[src/rtl/core/cdt_pkg.sv]
// cdt_pkg: types, codes and microprogram of the calendar date and time adder
// no dependencies; used by the top level and the testbench
`default_nettype none

package cdt_pkg;

  typedef enum logic [2:0] {
    MODE_RESTART = 3'd0,
    MODE_SECONDS = 3'd1,
    MODE_MINUTES = 3'd2,
    MODE_HOURS   = 3'd3,
    MODE_DAYS    = 3'd4,
    MODE_MONTHS  = 3'd5,
    MODE_YEARS   = 3'd6
  } mode_t;

  typedef enum logic [1:0] {
    ERR_NONE = 2'd0,
    ERR_NEG  = 2'd1,
    ERR_SAT  = 2'd2
  } err_t;

  typedef enum logic [2:0] {
    CFG_START_DAY    = 3'd0,
    CFG_START_MONTH  = 3'd1,
    CFG_START_YEAR   = 3'd2,
    CFG_START_HOUR   = 3'd3,
    CFG_START_MINUTE = 3'd4,
    CFG_START_SECOND = 3'd5
  } cfg_idx_t;

  typedef enum logic [2:0] {
    OP_LOAD,
    OP_ERR,
    OP_ADD,
    OP_DIV,
    OP_REM,
    OP_WALK,
    OP_YADD,
    OP_DONE
  } op_t;

  typedef enum logic [2:0] {
    U_ZERO,
    U_SEC,
    U_MIN,
    U_HOUR,
    U_DAY,
    U_MON,
    U_YMOD,
    U_NMOD
  } unit_t;

  typedef enum logic {
    B_AMT,
    B_QUO
  } src_t;

  typedef enum logic [1:0] {
    D60,
    D24,
    D12,
    D400
  } dsel_t;

  typedef enum logic [1:0] {
    C_NEXT,
    C_ALWAYS,
    C_MORE
  } cond_t;

  typedef logic [4:0] pc_t;

  typedef struct packed {
    op_t   op;
    unit_t unit;
    src_t  src;
    dsel_t dsel;
    cond_t cond;
    pc_t   target;
  } uword_t;

  localparam pc_t A_LOAD       = 5'd0;
  localparam pc_t A_LOAD_DIV   = 5'd1;
  localparam pc_t A_LOAD_REM   = 5'd2;
  localparam pc_t A_REJECT     = 5'd3;
  localparam pc_t A_SEC        = 5'd4;
  localparam pc_t A_SEC_DIV    = 5'd5;
  localparam pc_t A_SEC_REM    = 5'd6;
  localparam pc_t A_SEC_CARRY  = 5'd7;
  localparam pc_t A_MIN        = 5'd8;
  localparam pc_t A_MIN_DIV    = 5'd9;
  localparam pc_t A_MIN_REM    = 5'd10;
  localparam pc_t A_MIN_CARRY  = 5'd11;
  localparam pc_t A_HOUR       = 5'd12;
  localparam pc_t A_HOUR_DIV   = 5'd13;
  localparam pc_t A_HOUR_REM   = 5'd14;
  localparam pc_t A_HOUR_CARRY = 5'd15;
  localparam pc_t A_DAY        = 5'd16;
  localparam pc_t A_WALK       = 5'd17;
  localparam pc_t A_DONE       = 5'd18;
  localparam pc_t A_MON        = 5'd19;
  localparam pc_t A_MON_DIV    = 5'd20;
  localparam pc_t A_MON_REM    = 5'd21;
  localparam pc_t A_MON_YDIV   = 5'd22;
  localparam pc_t A_MON_YREM   = 5'd23;
  localparam pc_t A_MON_YADD   = 5'd24;
  localparam pc_t A_YEAR       = 5'd25;
  localparam pc_t A_YEAR_DIV   = 5'd26;
  localparam pc_t A_YEAR_REM   = 5'd27;
  localparam pc_t A_YEAR_ADD   = 5'd28;

  localparam int AMT_W  = 15;
  localparam int ACC_W  = 16;
  localparam int QUO_W  = 12;
  localparam int RCP_W  = 17;
  localparam int PROD_W = ACC_W + RCP_W;

  function automatic uword_t uw(op_t op, unit_t unit, src_t src, dsel_t dsel,
                                cond_t cond, pc_t target);
    uword_t w;
    w.op     = op;
    w.unit   = unit;
    w.src    = src;
    w.dsel   = dsel;
    w.cond   = cond;
    w.target = target;
    return w;
  endfunction

  function automatic uword_t ucode(pc_t a);
    uword_t w;
    w = uw(OP_DONE, U_ZERO, B_AMT, D60, C_ALWAYS, A_DONE);
    unique case (a)
      A_LOAD:       w = uw(OP_LOAD, U_ZERO, B_AMT, D400, C_NEXT,   A_DONE);
      A_LOAD_DIV:   w = uw(OP_DIV,  U_ZERO, B_AMT, D400, C_NEXT,   A_DONE);
      A_LOAD_REM:   w = uw(OP_REM,  U_YMOD, B_AMT, D400, C_ALWAYS, A_DONE);
      A_REJECT:     w = uw(OP_ERR,  U_ZERO, B_AMT, D60,  C_ALWAYS, A_DONE);
      A_SEC:        w = uw(OP_ADD,  U_SEC,  B_AMT, D60,  C_NEXT,   A_DONE);
      A_SEC_DIV:    w = uw(OP_DIV,  U_ZERO, B_AMT, D60,  C_NEXT,   A_DONE);
      A_SEC_REM:    w = uw(OP_REM,  U_SEC,  B_AMT, D60,  C_NEXT,   A_DONE);
      A_SEC_CARRY:  w = uw(OP_ADD,  U_MIN,  B_QUO, D60,  C_ALWAYS, A_MIN_DIV);
      A_MIN:        w = uw(OP_ADD,  U_MIN,  B_AMT, D60,  C_NEXT,   A_DONE);
      A_MIN_DIV:    w = uw(OP_DIV,  U_ZERO, B_AMT, D60,  C_NEXT,   A_DONE);
      A_MIN_REM:    w = uw(OP_REM,  U_MIN,  B_AMT, D60,  C_NEXT,   A_DONE);
      A_MIN_CARRY:  w = uw(OP_ADD,  U_HOUR, B_QUO, D24,  C_ALWAYS, A_HOUR_DIV);
      A_HOUR:       w = uw(OP_ADD,  U_HOUR, B_AMT, D24,  C_NEXT,   A_DONE);
      A_HOUR_DIV:   w = uw(OP_DIV,  U_ZERO, B_AMT, D24,  C_NEXT,   A_DONE);
      A_HOUR_REM:   w = uw(OP_REM,  U_HOUR, B_AMT, D24,  C_NEXT,   A_DONE);
      A_HOUR_CARRY: w = uw(OP_ADD,  U_DAY,  B_QUO, D24,  C_ALWAYS, A_WALK);
      A_DAY:        w = uw(OP_ADD,  U_DAY,  B_AMT, D60,  C_NEXT,   A_DONE);
      A_WALK:       w = uw(OP_WALK, U_ZERO, B_AMT, D60,  C_MORE,   A_WALK);
      A_DONE:       w = uw(OP_DONE, U_ZERO, B_AMT, D60,  C_ALWAYS, A_DONE);
      A_MON:        w = uw(OP_ADD,  U_MON,  B_AMT, D12,  C_NEXT,   A_DONE);
      A_MON_DIV:    w = uw(OP_DIV,  U_ZERO, B_AMT, D12,  C_NEXT,   A_DONE);
      A_MON_REM:    w = uw(OP_REM,  U_MON,  B_AMT, D12,  C_NEXT,   A_DONE);
      A_MON_YDIV:   w = uw(OP_DIV,  U_ZERO, B_AMT, D400, C_NEXT,   A_DONE);
      A_MON_YREM:   w = uw(OP_REM,  U_NMOD, B_AMT, D400, C_NEXT,   A_DONE);
      A_MON_YADD:   w = uw(OP_YADD, U_MON,  B_AMT, D400, C_ALWAYS, A_DONE);
      A_YEAR:       w = uw(OP_ADD,  U_ZERO, B_AMT, D400, C_NEXT,   A_DONE);
      A_YEAR_DIV:   w = uw(OP_DIV,  U_ZERO, B_AMT, D400, C_NEXT,   A_DONE);
      A_YEAR_REM:   w = uw(OP_REM,  U_NMOD, B_AMT, D400, C_NEXT,   A_DONE);
      A_YEAR_ADD:   w = uw(OP_YADD, U_ZERO, B_AMT, D400, C_ALWAYS, A_DONE);
      default: ;
    endcase
    return w;
  endfunction

  function automatic pc_t entry(logic [2:0] mode, logic neg);
    pc_t a;
    unique case (mode)
      MODE_RESTART: a = A_LOAD;
      MODE_SECONDS: a = A_SEC;
      MODE_MINUTES: a = A_MIN;
      MODE_HOURS:   a = A_HOUR;
      MODE_DAYS:    a = A_DAY;
      MODE_MONTHS:  a = A_MON;
      MODE_YEARS:   a = A_YEAR;
      default:      a = A_DONE;
    endcase
    if (neg && a != A_LOAD && a != A_DONE) begin
      a = A_REJECT;
    end
    return a;
  endfunction

  // reciprocal and shift chosen so that the quotient is exact below 2^16
  function automatic logic [RCP_W-1:0] recip(dsel_t d);
    logic [RCP_W-1:0] r;
    unique case (d)
      D60:  r = 17'd34953;
      D24:  r = 17'd43691;
      D12:  r = 17'd43691;
      D400: r = 17'd83887;
      default: r = 17'd0;
    endcase
    return r;
  endfunction

  function automatic logic [8:0] divisor(dsel_t d);
    logic [8:0] v;
    unique case (d)
      D60:  v = 9'd60;
      D24:  v = 9'd24;
      D12:  v = 9'd12;
      D400: v = 9'd400;
      default: v = 9'd0;
    endcase
    return v;
  endfunction

  function automatic logic [QUO_W-1:0] quotient(logic [PROD_W-1:0] p, dsel_t d);
    logic [QUO_W-1:0] q;
    unique case (d)
      D60:  q = p[32:21];
      D24:  q = p[31:20];
      D12:  q = p[30:19];
      D400: q = {4'b0, p[32:25]};
      default: q = '0;
    endcase
    return q;
  endfunction

  // year held modulo 400 decides the leap rule
  function automatic logic is_leap(logic [8:0] ymod);
    return (ymod[1:0] == 2'd0) && (ymod != 9'd100) && (ymod != 9'd200)
           && (ymod != 9'd300);
  endfunction

  function automatic logic [4:0] month_len(logic [3:0] month, logic leap);
    logic [4:0] len;
    unique case (month)
      4'd2:                      len = leap ? 5'd29 : 5'd28;
      4'd4, 4'd6, 4'd9, 4'd11:   len = 5'd30;
      default:                   len = 5'd31;
    endcase
    return len;
  endfunction

endpackage

`default_nettype wire

[src/rtl/core/cdt_in_if.sv]
// cdt_in_if: request channel carrying mode and amount
// depends on nothing
`default_nettype none

interface cdt_in_if;
  logic               valid;
  logic               ready;
  logic [2:0]         mode;
  logic signed [15:0] amount;

  modport source (output valid, output mode, output amount, input ready);
  modport sink (input valid, input mode, input amount, output ready);
endinterface

`default_nettype wire

[src/rtl/core/cdt_out_if.sv]
// cdt_out_if: result channel carrying date, time, validity and error code
// depends on nothing
`default_nettype none

interface cdt_out_if #(
  parameter int YEAR_BITS = 16
);
  logic                 valid;
  logic                 ready;
  logic [4:0]           day_out;
  logic [3:0]           month_out;
  logic [YEAR_BITS-1:0] year_out;
  logic [4:0]           hour_out;
  logic [5:0]           minute_out;
  logic [5:0]           second_out;
  logic                 date_valid;
  logic [1:0]           error;

  modport source (output valid, output day_out, output month_out, output year_out,
                  output hour_out, output minute_out, output second_out,
                  output date_valid, output error, input ready);
  modport sink (input valid, input day_out, input month_out, input year_out,
                input hour_out, input minute_out, input second_out,
                input date_valid, input error, output ready);
endinterface

`default_nettype wire

[src/rtl/core/calendar_datetime_adder.sv]
// calendar_datetime_adder: microcoded date and time adder, one result per request
// depends on cdt_pkg, cdt_in_if and cdt_out_if
// requests: one at a time, the next taken once the last result is registered; the day walk crosses one month per step
// reset: synchronous; date 1/1/0, time 00:00:00, start registers to the same
`default_nettype none

module calendar_datetime_adder #(
  parameter int YEAR_BITS = 16
) (
  input  wire logic        clk,
  input  wire logic        rst,
  input  wire logic        wr_en,
  input  wire logic [2:0]  wr_index,
  input  wire logic [15:0] wr_data,
  cdt_in_if.sink           item,
  cdt_out_if.source        result
);

  localparam int SUM_W = ((YEAR_BITS > cdt_pkg::ACC_W) ? YEAR_BITS : cdt_pkg::ACC_W) + 1;
  localparam logic [YEAR_BITS-1:0] YEAR_MAX = '1;
  localparam longint unsigned YEAR_TOP = (64'd1 << YEAR_BITS) - 64'd1;
  localparam logic [8:0] YMAX_MOD = 9'(YEAR_TOP % 64'd400);

  logic [4:0]  start_day;
  logic [3:0]  start_month;
  logic [15:0] start_year;
  logic [4:0]  start_hour;
  logic [5:0]  start_minute;
  logic [5:0]  start_second;

  logic [4:0]           day;
  logic [3:0]           month;
  logic [YEAR_BITS-1:0] year;
  logic [4:0]           hour;
  logic [5:0]           minute;
  logic [5:0]           second;
  logic [8:0]           ymod;
  cdt_pkg::err_t        err;

  logic [cdt_pkg::AMT_W-1:0] amt;
  logic [cdt_pkg::ACC_W-1:0] acc;
  logic [cdt_pkg::QUO_W-1:0] quo;
  logic [3:0]                mrem;
  logic [9:0]                ytmp;

  logic           busy, busy_next;
  cdt_pkg::pc_t   pc, pc_next;
  cdt_pkg::uword_t uw;

  logic                       accept, out_free, done_fire;
  logic                       leap, fit, more;
  logic [4:0]                 len;
  logic [5:0]                 unit_val;
  logic [cdt_pkg::ACC_W-1:0]  add_b;
  logic [cdt_pkg::PROD_W-1:0] prod;
  logic [cdt_pkg::QUO_W-1:0]  q_new;
  logic [cdt_pkg::ACC_W-1:0]  rem;
  logic [SUM_W-1:0]           ysum;
  logic                       yovf;
  logic [YEAR_BITS-1:0]       year_load;

  // configuration
  always_ff @(posedge clk) begin
    if (rst) begin
      start_day    <= 5'd1;
      start_month  <= 4'd1;
      start_year   <= '0;
      start_hour   <= '0;
      start_minute <= '0;
      start_second <= '0;
    end else if (wr_en) begin
      unique case (wr_index)
        cdt_pkg::CFG_START_DAY:    start_day    <= wr_data[4:0];
        cdt_pkg::CFG_START_MONTH:  start_month  <= wr_data[3:0];
        cdt_pkg::CFG_START_YEAR:   start_year   <= wr_data;
        cdt_pkg::CFG_START_HOUR:   start_hour   <= wr_data[4:0];
        cdt_pkg::CFG_START_MINUTE: start_minute <= wr_data[5:0];
        cdt_pkg::CFG_START_SECOND: start_second <= wr_data[5:0];
        default: ;
      endcase
    end
  end

  // sequencer
  assign uw        = cdt_pkg::ucode(pc);
  assign item.ready = !busy && !rst;
  assign accept    = item.valid && item.ready;
  assign out_free  = !result.valid || result.ready;
  assign done_fire = busy && (uw.op == cdt_pkg::OP_DONE) && out_free;

  always_comb begin
    busy_next = busy;
    pc_next   = pc;
    if (!busy) begin
      if (accept) begin
        busy_next = 1'b1;
        pc_next   = cdt_pkg::entry(item.mode, item.amount[15]);
      end
    end else if (uw.op == cdt_pkg::OP_DONE) begin
      if (out_free) begin
        busy_next = 1'b0;
      end
    end else begin
      unique case (uw.cond)
        cdt_pkg::C_NEXT:   pc_next = pc + 5'd1;
        cdt_pkg::C_ALWAYS: pc_next = uw.target;
        cdt_pkg::C_MORE:   pc_next = more ? uw.target : pc + 5'd1;
        default:           pc_next = pc + 5'd1;
      endcase
    end
  end

  always_ff @(posedge clk) begin
    if (rst) begin
      busy <= 1'b0;
      pc   <= cdt_pkg::A_DONE;
    end else begin
      busy <= busy_next;
      pc   <= pc_next;
    end
  end

  // datapath
  assign leap      = cdt_pkg::is_leap(ymod);
  assign len       = cdt_pkg::month_len(month, leap);
  assign fit       = acc <= {11'b0, len};
  assign more      = !fit && !((month == 4'd12) && (year == YEAR_MAX));
  assign year_load = YEAR_BITS'(start_year);
  assign prod      = {17'b0, acc} * {16'b0, cdt_pkg::recip(uw.dsel)};
  assign q_new     = cdt_pkg::quotient(prod, uw.dsel);
  assign rem       = acc - ({4'b0, quo} * {7'b0, cdt_pkg::divisor(uw.dsel)});
  assign ysum      = SUM_W'(year) + SUM_W'(acc);
  assign yovf      = |ysum[SUM_W-1:YEAR_BITS];
  assign add_b     = (uw.src == cdt_pkg::B_QUO) ? {4'b0, quo} : {1'b0, amt};

  always_comb begin
    unique case (uw.unit)
      cdt_pkg::U_SEC:  unit_val = second;
      cdt_pkg::U_MIN:  unit_val = minute;
      cdt_pkg::U_HOUR: unit_val = {1'b0, hour};
      cdt_pkg::U_DAY:  unit_val = {1'b0, day};
      cdt_pkg::U_MON:  unit_val = {2'b0, month - 4'd1};
      default:         unit_val = '0;
    endcase
  end

  // scratch registers
  always_ff @(posedge clk) begin
    if (accept) begin
      amt <= item.amount[14:0];
    end
    if (busy) begin
      unique case (uw.op)
        cdt_pkg::OP_LOAD: acc <= 16'(year_load);
        cdt_pkg::OP_ADD:  acc <= {10'b0, unit_val} + add_b;
        cdt_pkg::OP_DIV:  quo <= q_new;
        cdt_pkg::OP_REM: begin
          if (uw.unit == cdt_pkg::U_MON) begin
            mrem <= rem[3:0];
            acc  <= {4'b0, quo};
          end
          if (uw.unit == cdt_pkg::U_NMOD) begin
            ytmp <= {1'b0, ymod} + {1'b0, rem[8:0]};
          end
        end
        cdt_pkg::OP_WALK: begin
          if (!fit) begin
            acc <= acc - {11'b0, len};
          end
        end
        default: ;
      endcase
    end
  end

  // date and time state
  always_ff @(posedge clk) begin
    if (rst) begin
      day    <= 5'd1;
      month  <= 4'd1;
      year   <= '0;
      hour   <= '0;
      minute <= '0;
      second <= '0;
      ymod   <= '0;
      err    <= cdt_pkg::ERR_NONE;
    end else begin
      if (accept) begin
        err <= cdt_pkg::ERR_NONE;
      end
      if (busy) begin
        unique case (uw.op)
          cdt_pkg::OP_LOAD: begin
            day    <= (start_day == 5'd0) ? 5'd1 : start_day;
            month  <= (start_month == 4'd0) ? 4'd1 :
                      (start_month > 4'd12) ? 4'd12 : start_month;
            year   <= year_load;
            hour   <= (start_hour > 5'd23) ? 5'd23 : start_hour;
            minute <= (start_minute > 6'd59) ? 6'd59 : start_minute;
            second <= (start_second > 6'd59) ? 6'd59 : start_second;
          end
          cdt_pkg::OP_ERR: err <= cdt_pkg::ERR_NEG;
          cdt_pkg::OP_REM: begin
            unique case (uw.unit)
              cdt_pkg::U_SEC:  second <= rem[5:0];
              cdt_pkg::U_MIN:  minute <= rem[5:0];
              cdt_pkg::U_HOUR: hour   <= rem[4:0];
              cdt_pkg::U_YMOD: ymod   <= rem[8:0];
              default: ;
            endcase
          end
          cdt_pkg::OP_WALK: begin
            if (fit) begin
              day <= acc[4:0];
            end else if (month != 4'd12) begin
              month <= month + 4'd1;
            end else if (year == YEAR_MAX) begin
              day <= 5'd31;
              err <= cdt_pkg::ERR_SAT;
            end else begin
              month <= 4'd1;
              year  <= year + YEAR_BITS'(1);
              ymod  <= (ymod == 9'd399) ? 9'd0 : ymod + 9'd1;
            end
          end
          cdt_pkg::OP_YADD: begin
            if (yovf) begin
              year  <= YEAR_MAX;
              month <= 4'd12;
              day   <= 5'd31;
              ymod  <= YMAX_MOD;
              err   <= cdt_pkg::ERR_SAT;
            end else begin
              year <= ysum[YEAR_BITS-1:0];
              ymod <= (ytmp >= 10'd400) ? 9'(ytmp - 10'd400) : ytmp[8:0];
              if (uw.unit == cdt_pkg::U_MON) begin
                month <= mrem + 4'd1;
              end
            end
          end
          default: ;
        endcase
      end
    end
  end

  // result register
  always_ff @(posedge clk) begin
    if (rst) begin
      result.valid <= 1'b0;
    end else if (done_fire) begin
      result.valid <= 1'b1;
    end else if (result.ready) begin
      result.valid <= 1'b0;
    end
  end

  always_ff @(posedge clk) begin
    if (done_fire) begin
      result.day_out    <= day;
      result.month_out  <= month;
      result.year_out   <= year;
      result.hour_out   <= hour;
      result.minute_out <= minute;
      result.second_out <= second;
      result.date_valid <= (day != 5'd0) && (day <= len);
      result.error      <= err;
    end
  end

  a_accept_busy: assert property (@(posedge clk) disable iff (rst)
    accept |=> busy)
    else $error("request taken but sequencer not started");

  a_done_result: assert property (@(posedge clk) disable iff (rst)
    done_fire |=> result.valid && !busy)
    else $error("finished step did not register a result");

  a_walk_sane: assert property (@(posedge clk) disable iff (rst)
    busy && (uw.op == cdt_pkg::OP_WALK) |-> acc != '0 && ymod < 9'd400
      && month != 4'd0 && month <= 4'd12)
    else $error("day walk entered with bad operands");

  a_ymod_sum: assert property (@(posedge clk) disable iff (rst)
    busy && (uw.op == cdt_pkg::OP_YADD) |-> ytmp < 10'd800)
    else $error("year residue out of range");

endmodule

`default_nettype wire

[src/flat_wrapper.sv]
// flat-port wrapper written by rule: the top's interface ports become plain ports
module calendar_datetime_adder_flat 
#(
  parameter int YEAR_BITS = 16
)
  (clk, rst, wr_en, wr_index, wr_data, item_valid, item_mode, item_amount, item_ready, result_valid, result_day_out, result_month_out, result_year_out, result_hour_out, result_minute_out, result_second_out, result_date_valid, result_error, result_ready);
  cdt_in_if item_i ();
  cdt_out_if #(.YEAR_BITS(YEAR_BITS)) result_i ();
  input  wire logic clk;
  input  wire logic rst;
  input  wire logic wr_en;
  input  wire logic [2:0] wr_index;
  input  wire logic [15:0] wr_data;
  input wire logic [$bits(item_i.valid)-1:0] item_valid;
  input wire logic [$bits(item_i.mode)-1:0] item_mode;
  input wire logic [$bits(item_i.amount)-1:0] item_amount;
  output wire logic [$bits(item_i.ready)-1:0] item_ready;
  output wire logic [$bits(result_i.valid)-1:0] result_valid;
  output wire logic [$bits(result_i.day_out)-1:0] result_day_out;
  output wire logic [$bits(result_i.month_out)-1:0] result_month_out;
  output wire logic [$bits(result_i.year_out)-1:0] result_year_out;
  output wire logic [$bits(result_i.hour_out)-1:0] result_hour_out;
  output wire logic [$bits(result_i.minute_out)-1:0] result_minute_out;
  output wire logic [$bits(result_i.second_out)-1:0] result_second_out;
  output wire logic [$bits(result_i.date_valid)-1:0] result_date_valid;
  output wire logic [$bits(result_i.error)-1:0] result_error;
  input wire logic [$bits(result_i.ready)-1:0] result_ready;
  assign item_i.valid = item_valid;
  assign item_i.mode = item_mode;
  assign item_i.amount = item_amount;
  assign item_ready = item_i.ready;
  assign result_valid = result_i.valid;
  assign result_day_out = result_i.day_out;
  assign result_month_out = result_i.month_out;
  assign result_year_out = result_i.year_out;
  assign result_hour_out = result_i.hour_out;
  assign result_minute_out = result_i.minute_out;
  assign result_second_out = result_i.second_out;
  assign result_date_valid = result_i.date_valid;
  assign result_error = result_i.error;
  assign result_i.ready = result_ready;
  calendar_datetime_adder #(.YEAR_BITS(YEAR_BITS)) u_core (.clk(clk), .rst(rst), .wr_en(wr_en), .wr_index(wr_index), .wr_data(wr_data), .item(item_i), .result(result_i));
endmodule
[config.mk]
export PLATFORM = sky130hd
export DESIGN_NAME = calendar_datetime_adder_flat
export DESIGN_NICKNAME = d
export VERILOG_FILES = /design/src/rtl/core/cdt_pkg.sv /design/src/rtl/core/cdt_in_if.sv /design/src/rtl/core/cdt_out_if.sv /design/src/rtl/core/calendar_datetime_adder.sv /design/src/flat_wrapper.sv
export SDC_FILE = /design/constraint.sdc
export NUM_CORES = 1
export LEC_CHECK = 0
export BUFFER_PORTS_ARGS = -buffer_cell sky130_fd_sc_hd__buf_2
export CAP_MARGIN = 20
export CELL_PAD_IN_SITES_DETAIL_PLACEMENT = 1
export CELL_PAD_IN_SITES_GLOBAL_PLACEMENT = 1
export CORE_AREA = 2 2 198 200
export DETAILED_ROUTE_END_ITERATION = 10
export DIE_AREA = 0 0 200 202
export PLACE_DENSITY_LB_ADDON = 0.1
export SETUP_SLACK_MARGIN = 0.3
export SYNTH_ARGS = -nofsm -noshare
export SYNTH_HDL_FRONTEND = slang
export SYNTH_SLANG_ARGS = --single-unit
[constraint.sdc]
create_clock -name clk -period 17.5 [get_ports clk]
set_input_delay 0 -clock clk [delete_from_list [all_inputs] [get_ports clk]]
set_output_delay 0 -clock clk [all_outputs]
set_load 0.05 [all_outputs]
==> results of run 1 <==
==> per-layer routing <==
metal	GRT usage (%)	wire length [um]	vias to the layer above	share of wire, %
li1	-	-	7885	-
met1	49.4	30500	8868	44
met2	57.5	32900	596	48
met3	4.14	4160	100	6.0
met4	7.14	1430	0	2.1
met5	0	0	-	0
==> sequential cells by signal (all words and copies together), names as in the netlist, 9 cells and up <==
signal                  cells
u_core.ymod                 9
u_core.amt                 15
u_core.year                16
u_core.quo                 12
u_core.start_year          16
u_core.result.year_out     16
u_core.ytmp                10
u_core.acc                 16
==> per-stage QoR <==
stage	cell area, um^2	instances
2_1_floorplan	20500	2237
3_3_place_gp	21400	2776
3_5_place_dp	21400	2778
4_1_cts	22600	2863
5_1_grt	22600	2867
6_report	22600	2867
==> final timing paths <==
| path | endpoint | start | cells after the start |
|---|---|---|---|
| max reg2reg | u_core.quo[11] | u_core.pc[4] | 26 |
| min reg2reg | u_core.result.error[1] | u_core.err[1] | 0 |
| max | u_core.quo[11] | u_core.pc[4] | 26 |
| min | u_core.pc[1] | item_amount[15] | 5 |
==> timing repair <==
| item | CTS | global route |
|---|---|---|
| buffers inserted | 0 | 0 |
| hold buffers | 44 | 0 |
| endpoints found under the setup margin | 0 | 0 |
| hold endpoints to repair | 62 | 0 |
==> layout by cell type, fill, tap and decap left out, types with 8 or more instances in the layout <==
cell / n
buf_2: 89
o22ai_1: 14
xnor2_1: 72
dlygate4sd3_1: 44
o31ai_1: 8
and3_1: 15
and2_1: 34
nor2b_1: 33
a221o_1: 10
a211oi_1: 22
ha_1: 222
a31oi_1: 29
inv_1: 352
o21bai_1: 10
a32oi_1: 9
mux2_2: 8
edfxtp_1: 102
or3_1: 13
a221oi_1: 18
xor2_1: 26
nor3_1: 33
nor2_1: 155
dfxtp_1: 102
a22oi_1: 21
mux2i_1: 40
nand2b_1: 35
o21a_1: 15
nand2_1: 136
o21ai_0: 96
o221ai_1: 9
o21ai_1: 17
fa_1: 172
o211ai_1: 14
a21o_1: 22
buf_4: 24
nand3_1: 41
a21oi_1: 122
clkbuf_16: 24
==> kinds of logic after synthesis <==
| group | after synthesis | synth area share, % |
|---|---|---|
| AND/OR/NAND/NOR | 544 | 12.9 |
| AO/OA/AOI/OAI | 507 | 16.7 |
| buffers and inverters | 441 | 8.46 |
| flip-flops | 204 | 24.9 |
| XOR/XNOR | 99 | 4.27 |
| adder cells (fa/ha/maj) | 394 | 30.4 |
| multiplexers | 48 | 2.39 |
==> area by class of cell <==
type | instances | area (um^2)
repair buffers | 160 | 1120
inverters | 352 | 1320
multi-input cells | 1592 | 13700
clock buffers | 32 | 651
fillers | 4393 | 15700
well taps | 518 | 648
clock inverters | 9 | 83.8
flip-flops and latches | 204 | 5100
==> worst reg2reg max path: cells and delay by family, from the launching register on <==
kind	cells	cell delay, ns
buffers and inverters	6	0.76
AOI/OAI and AO/OA	8	2.58
DFF	1	0.88
and+or+nand+nor	2	0.50
adders and majority gates	9	4.45
xor gates and xnor gates	1	0.21
==> results.json, run 1 <==
{
  "status": "finished clean",
  "synthArstFlopShare_pct": 0,
  "reg2reg_setup_slack_ns": 7.87,
  "start_kind": "register",
  "grt_pass1_vias": 18500,
  "place_congestion": 0.895,
  "syn_to_final_growth_pct": 10.5,
  "dpl.hpwl_mm": 52.8,
  "final_nets": 2770,
  "ys_seq_elements": 204,
  "ys_types": 88,
  "clock_path_buffers": 3,
  "ioPinCount": 90,
  "slew_headroom_pct": 35.2,
  "synth_top_cell_area_share_pct": 16.8,
  "synth_enable_flop_cells": 102,
  "syn_area_um2": 20500,
  "grt_pass1_wl_mm": 108,
  "h-tree-depth": 1,
  "synthTopCellsByArea": "fa_1, edfxtp_1, ha_1",
  "fin_setup_tns_ns": 0,
  "postRouteAntennaNets": 0,
  "drt-total-wl_mm": 69.0,
  "rsz0062_at_grt": "false",
  "clock_latency_ns": 0.53,
  "period_needed_ns": 9.63,
  "critical_path_class": "register to register",
  "viasPerCell": 6.09,
  "cpPeakStageDelay_ns": 0.88,
  "synth_commonest_cells": "inv_1, ha_1, fa_1",
  "period_share_pct": 55.0,
  "clkTransAtPathRegs_ns": 0.06,
  "clock.fmax_mhz": 104,
  "clock_skew_ns": 0.0125,
  "die_w_um": 200,
  "cp_num_buf_inv": 6,
  "tightestPinTransition_ns": 0.970,
  "grt_usage_pct": 34.9,
  "pre_cts_ws_ns": 7.94,
  "yosysTopAreaCell": "fa_1",
  "arrival_ns": 9.90,
  "wl_per_cell_um": 24.1,
  "final_core_util_pct": 59.1,
  "maxCapViolations": 0,
  "synth_fp_nets": 2674,
  "path_max_fanout": 26,
  "cts_tree": "yes",
  "synth_cells": 2237,
  "die_area_um2": 40400,
  "avgSynthCellArea_um2": 9.15,
  "end_kind": "register",
  "io_buffers": 89,
  "grt_max_degree": 45,
  "cts_sinks": 204,
  "vias": 17400,
  "finalSetupViolCount": 0,
  "whs_ns": 0.0222,
  "maxSlewViolCount": 0,
  "drive_above_1_share_pct": 8.43,
  "crit_path_top_delay_cell": "dfxtp_1",
  "grt.overflow.total": 0,
  "n_antenna_cell": 0,
  "coreArea_um2": 38300,
  "row_count": 72,
  "setup_ws_ns": 7.87,
  "die_height_um": 202,
  "drc": 0,
  "cts-root-buf": "clkbuf_16",
  "drtIter0Drc": 1464,
  "grt_antenna_before_repair": 0,
  "initial_core_util_pct": 53.5,
  "holdCritPathClass": "input pin to register",
  "cts_buffers": 23,
  "yosys.cell_count.top_type": "inv_1",
  "final-hold-violation-count": 0,
  "critical-path-top-delay-family": "adder cells",
  "yosysSeqAreaShare_pct": 24.9,
  "required_ns": 17.78,
  "postCtsResizedCells": 0,
  "synth_ff_type": "edfxtp_1",
  "firstDrtPassIters": 5,
  "yosysWarnings": 0
}
Power of run 1 is left out: the tool's default activity adds up to more than one toggle a clock period on the data nets, which glitch-free logic cannot reach.
==> run 2: changes to the inputs <==
--- a/config.mk
+++ b/config.mk
@@ -5,13 +5,14 @@
 export SDC_FILE = /design/constraint.sdc
 export NUM_CORES = 1
 export LEC_CHECK = 0
+export ABC_AREA = 1
 export BUFFER_PORTS_ARGS = -buffer_cell sky130_fd_sc_hd__buf_2
 export CAP_MARGIN = 20
 export CELL_PAD_IN_SITES_DETAIL_PLACEMENT = 1
 export CELL_PAD_IN_SITES_GLOBAL_PLACEMENT = 1
-export CORE_AREA = 2 2 198 200
+export CORE_AREA = 2 2 214 216
 export DETAILED_ROUTE_END_ITERATION = 10
-export DIE_AREA = 0 0 200 202
+export DIE_AREA = 0 0 216 218
 export PLACE_DENSITY_LB_ADDON = 0.1
 export SETUP_SLACK_MARGIN = 0.3
 export SYNTH_ARGS = -nofsm -noshare
==> constraint.sdc (replaced) <==
create_clock -name clk -period 9.1 [get_ports clk]
set_input_delay 0 -clock clk [delete_from_list [all_inputs] [get_ports clk]]
set_output_delay 0 -clock clk [all_outputs]
set_load 0.05 [all_outputs]
==> run 2 against run 1 <==
Compared with the run above:
- wire length is 15% higher
- fmax is 14% higher
- critical endpoint is now u_core.quo[6]
- largest cell class unchanged
- die area is 17% higher
- non-clock buffer count is 12 lower
- via count is 15% higher
- area after synthesis is 4.3% higher
- flip-flop and latch count stayed put
- cell count is 24% higher
- critical path depth is 5 higher
- synthesized cell count is 26% higher
==> results.json, run 2 <==
{
  "status": "finished clean",
  "grt_usage_pct": 34.0,
  "drtIter0Drc": 1540,
  "fillCellCount": 5666,
  "grt_pass1_wl_mm": 124,
  "start_kind": "register",
  "most-common-layout-cells": "inv_1, nand2_1, nor2_1",
  "syn_to_final_growth_pct": 11.0,
  "cts_tree": "yes",
  "r2r-start": "u_core.pc[0]",
  "tightestPinTransition_ns": 0.981,
  "end_kind": "register",
  "arrival_ns": 8.71,
  "drive_above_1_share_pct": 6.93,
  "clock.fmax_mhz": 119,
  "critical_path_class": "register to register",
  "clkTransAtPathRegs_ns": 0.06,
  "yosysSeqAreaShare_pct": 23.9,
  "synth_cells": 2822,
  "synth_fp_nets": 3259,
  "dpl.hpwl_mm": 64.0,
  "h-tree-depth": 1,
  "period_needed_ns": 8.41,
  "rr_worst_depth": 31,
  "clock_path_buffers": 3,
  "place_congestion": 0.976,
  "yosys.cell_count.top_type": "inv_1",
  "grt_pass1_vias": 21400,
  "slew_headroom_pct": 34.1,
  "synth_top_cell_area_share_pct": 16.1,
  "cts_setup_buffers": 0,
  "final_core_util_pct": 52.8,
  "design_area_um2": 23700,
  "fin_setup_tns_ns": 0,
  "postRouteAntennaNets": 0,
  "coreArea_um2": 44900,
  "path_max_fanout": 10,
  "initial_core_util_pct": 47.6,
  "yosysTopAreaCell": "fa_1",
  "firstDrtPassIters": 7,
  "ys_seq_elements": 204,
  "final_common_cell": "inv_1",
  "required_ns": 9.40,
  "maxSlewViolCount": 0,
  "vias": 20000,
  "reg2reg_setup_slack_ns": 0.69,
  "io_buffers": 89,
  "synth_ff_type": "edfxtp_1",
  "ys_types": 53,
  "n_antenna_cell": 0,
  "ioPinCount": 90,
  "hp-start": "item_amount[15]",
  "rr_endpoint": "u_core.quo[6]",
  "row_count": 78,
  "die_w_um": 216,
  "dpl-instance-area_um2": 22400,
  "finalSetupViolCount": 0,
  "clock_latency_ns": 0.57,
  "avgSynthCellArea_um2": 7.57,
  "holdPathStages": 6,
  "wl_per_cell_um": 22.3,
  "cpPeakStageDelay_ns": 0.57,
  "yosysWarnings": 0,
  "synthArstFlopShare_pct": 0,
  "crit_path_top_delay_cell": "fa_1",
  "die_height_um": 218,
  "grt_max_degree": 88,
  "cts_buffers": 26,
  "cts-root-buf": "clkbuf_16",
  "drt-total-wl_mm": 79.4,
  "grt_antenna_before_repair": 0,
  "grt.overflow.total": 0,
  "drc": 0,
  "final-hold-violation-count": 0,
  "die_area_um2": 47100,
  "hold_end": "u_core.pc[4]",
  "viasPerCell": 5.62,
  "cts_sinks": 204,
  "rsz0062_at_grt": "false",
  "startpoint": "u_core.pc[0]",
  "synth_enable_flop_cells": 102,
  "syn_area_um2": 21400,
  "period_share_pct": 92.5,
  "whs_ns": 0.00792,
  "final_nets": 3376,
  "synthTopCellsByArea": "fa_1, edfxtp_1, ha_1",
  "synth_commonest_cells": "inv_1, nand2_1, nor2_1",
  "maxCapViolations": 0,
  "clock_skew_ns": 0.0276,
  "holdCritPathClass": "input pin to register"
}
-- run 2: cell types whose count changed after synthesis, moves of 40 or more --
cell	change
nand2_1	+396
nand3_1	+134
mux2i_1	-40
o21ai_0	+60
nor2_1	+182
inv_1	+187
xnor2_1	-57
-- run 2: routing by layer --
| metal | GRT usage (%) | part of all wire [%] | vias up |
|---|---|---|---|
| met3 | 5.08 | 6.7 | 142 |
| met1 | 46.5 | 44 | 9933 |
| met5 | 0 | 0 | - |
| li1 | - | - | 9255 |
| met2 | 56.6 | 47 | 664 |
| met4 | 8.45 | 2.5 | 0 |
-- run 2: worst max path at each step --
stage          slack [ns]            end  cells past startpoint
6_report             0.69  u_core.quo[6]                     31
3_3_place_gp         0.66  u_core.quo[4]                     34
2_1_floorplan        1.47  u_core.quo[3]                     34
4_1_cts              0.43  u_core.quo[4]                     34
3_5_place_dp         0.49  u_core.quo[4]                     34
5_1_grt              0.30  u_core.quo[3]                     33
-- run 2: area by class of cell --
class,count,area [um^2],share of cell area (%)
Multi-Input combinational cell,2003,13900,58.8
Clock buffer,33,698,2.94
Tap cell,600,751,3.17
Inverter,556,2090,8.81
Clock inverter,13,114,0.480
Sequential cell,204,5110,21.5
Timing Repair Buffer,148,1010,4.28
-- run 2: cells by family after synthesis --
family | share of synthesized area [%]
buffers and inverters | 11.0
adders and majority gates | 29.1
xor gates and xnor gates | 2.17
and+or+nand+nor | 23.7
AOI/OAI and AO/OA | 10.1
DFF | 23.9
-- run 2: critical path: cells and delay by family (launching register included) --
| kind | cells | cell delay (ns) |
|---|---|---|
| AO/OA/AOI/OAI | 4 | 1.06 |
| adder cells (fa/ha/maj) | 9 | 4.30 |
| buffers and inverters | 6 | 0.69 |
| flip-flops | 1 | 0.40 |
| AND/OR/NAND/NOR | 12 | 1.69 |
-- run 2: repair_timing --
item,in CTS,in global routing
hold endpoints to repair,72,0
hold buffers,44,0
setup endpoints to repair,0,12
resized for setup,0,5
-- run 2: metrics by stage --
stage / cells / setup WS, ns
after CTS: 3555 / 0.429
final: 3557 / 0.685
after global routing: 3557 / 0.301
after detailed placement: 3465 / 0.488
after global placement: 3465 / 0.657
after floorplan: 2822 / 1.47
Power of run 2 is left out for the same reason.
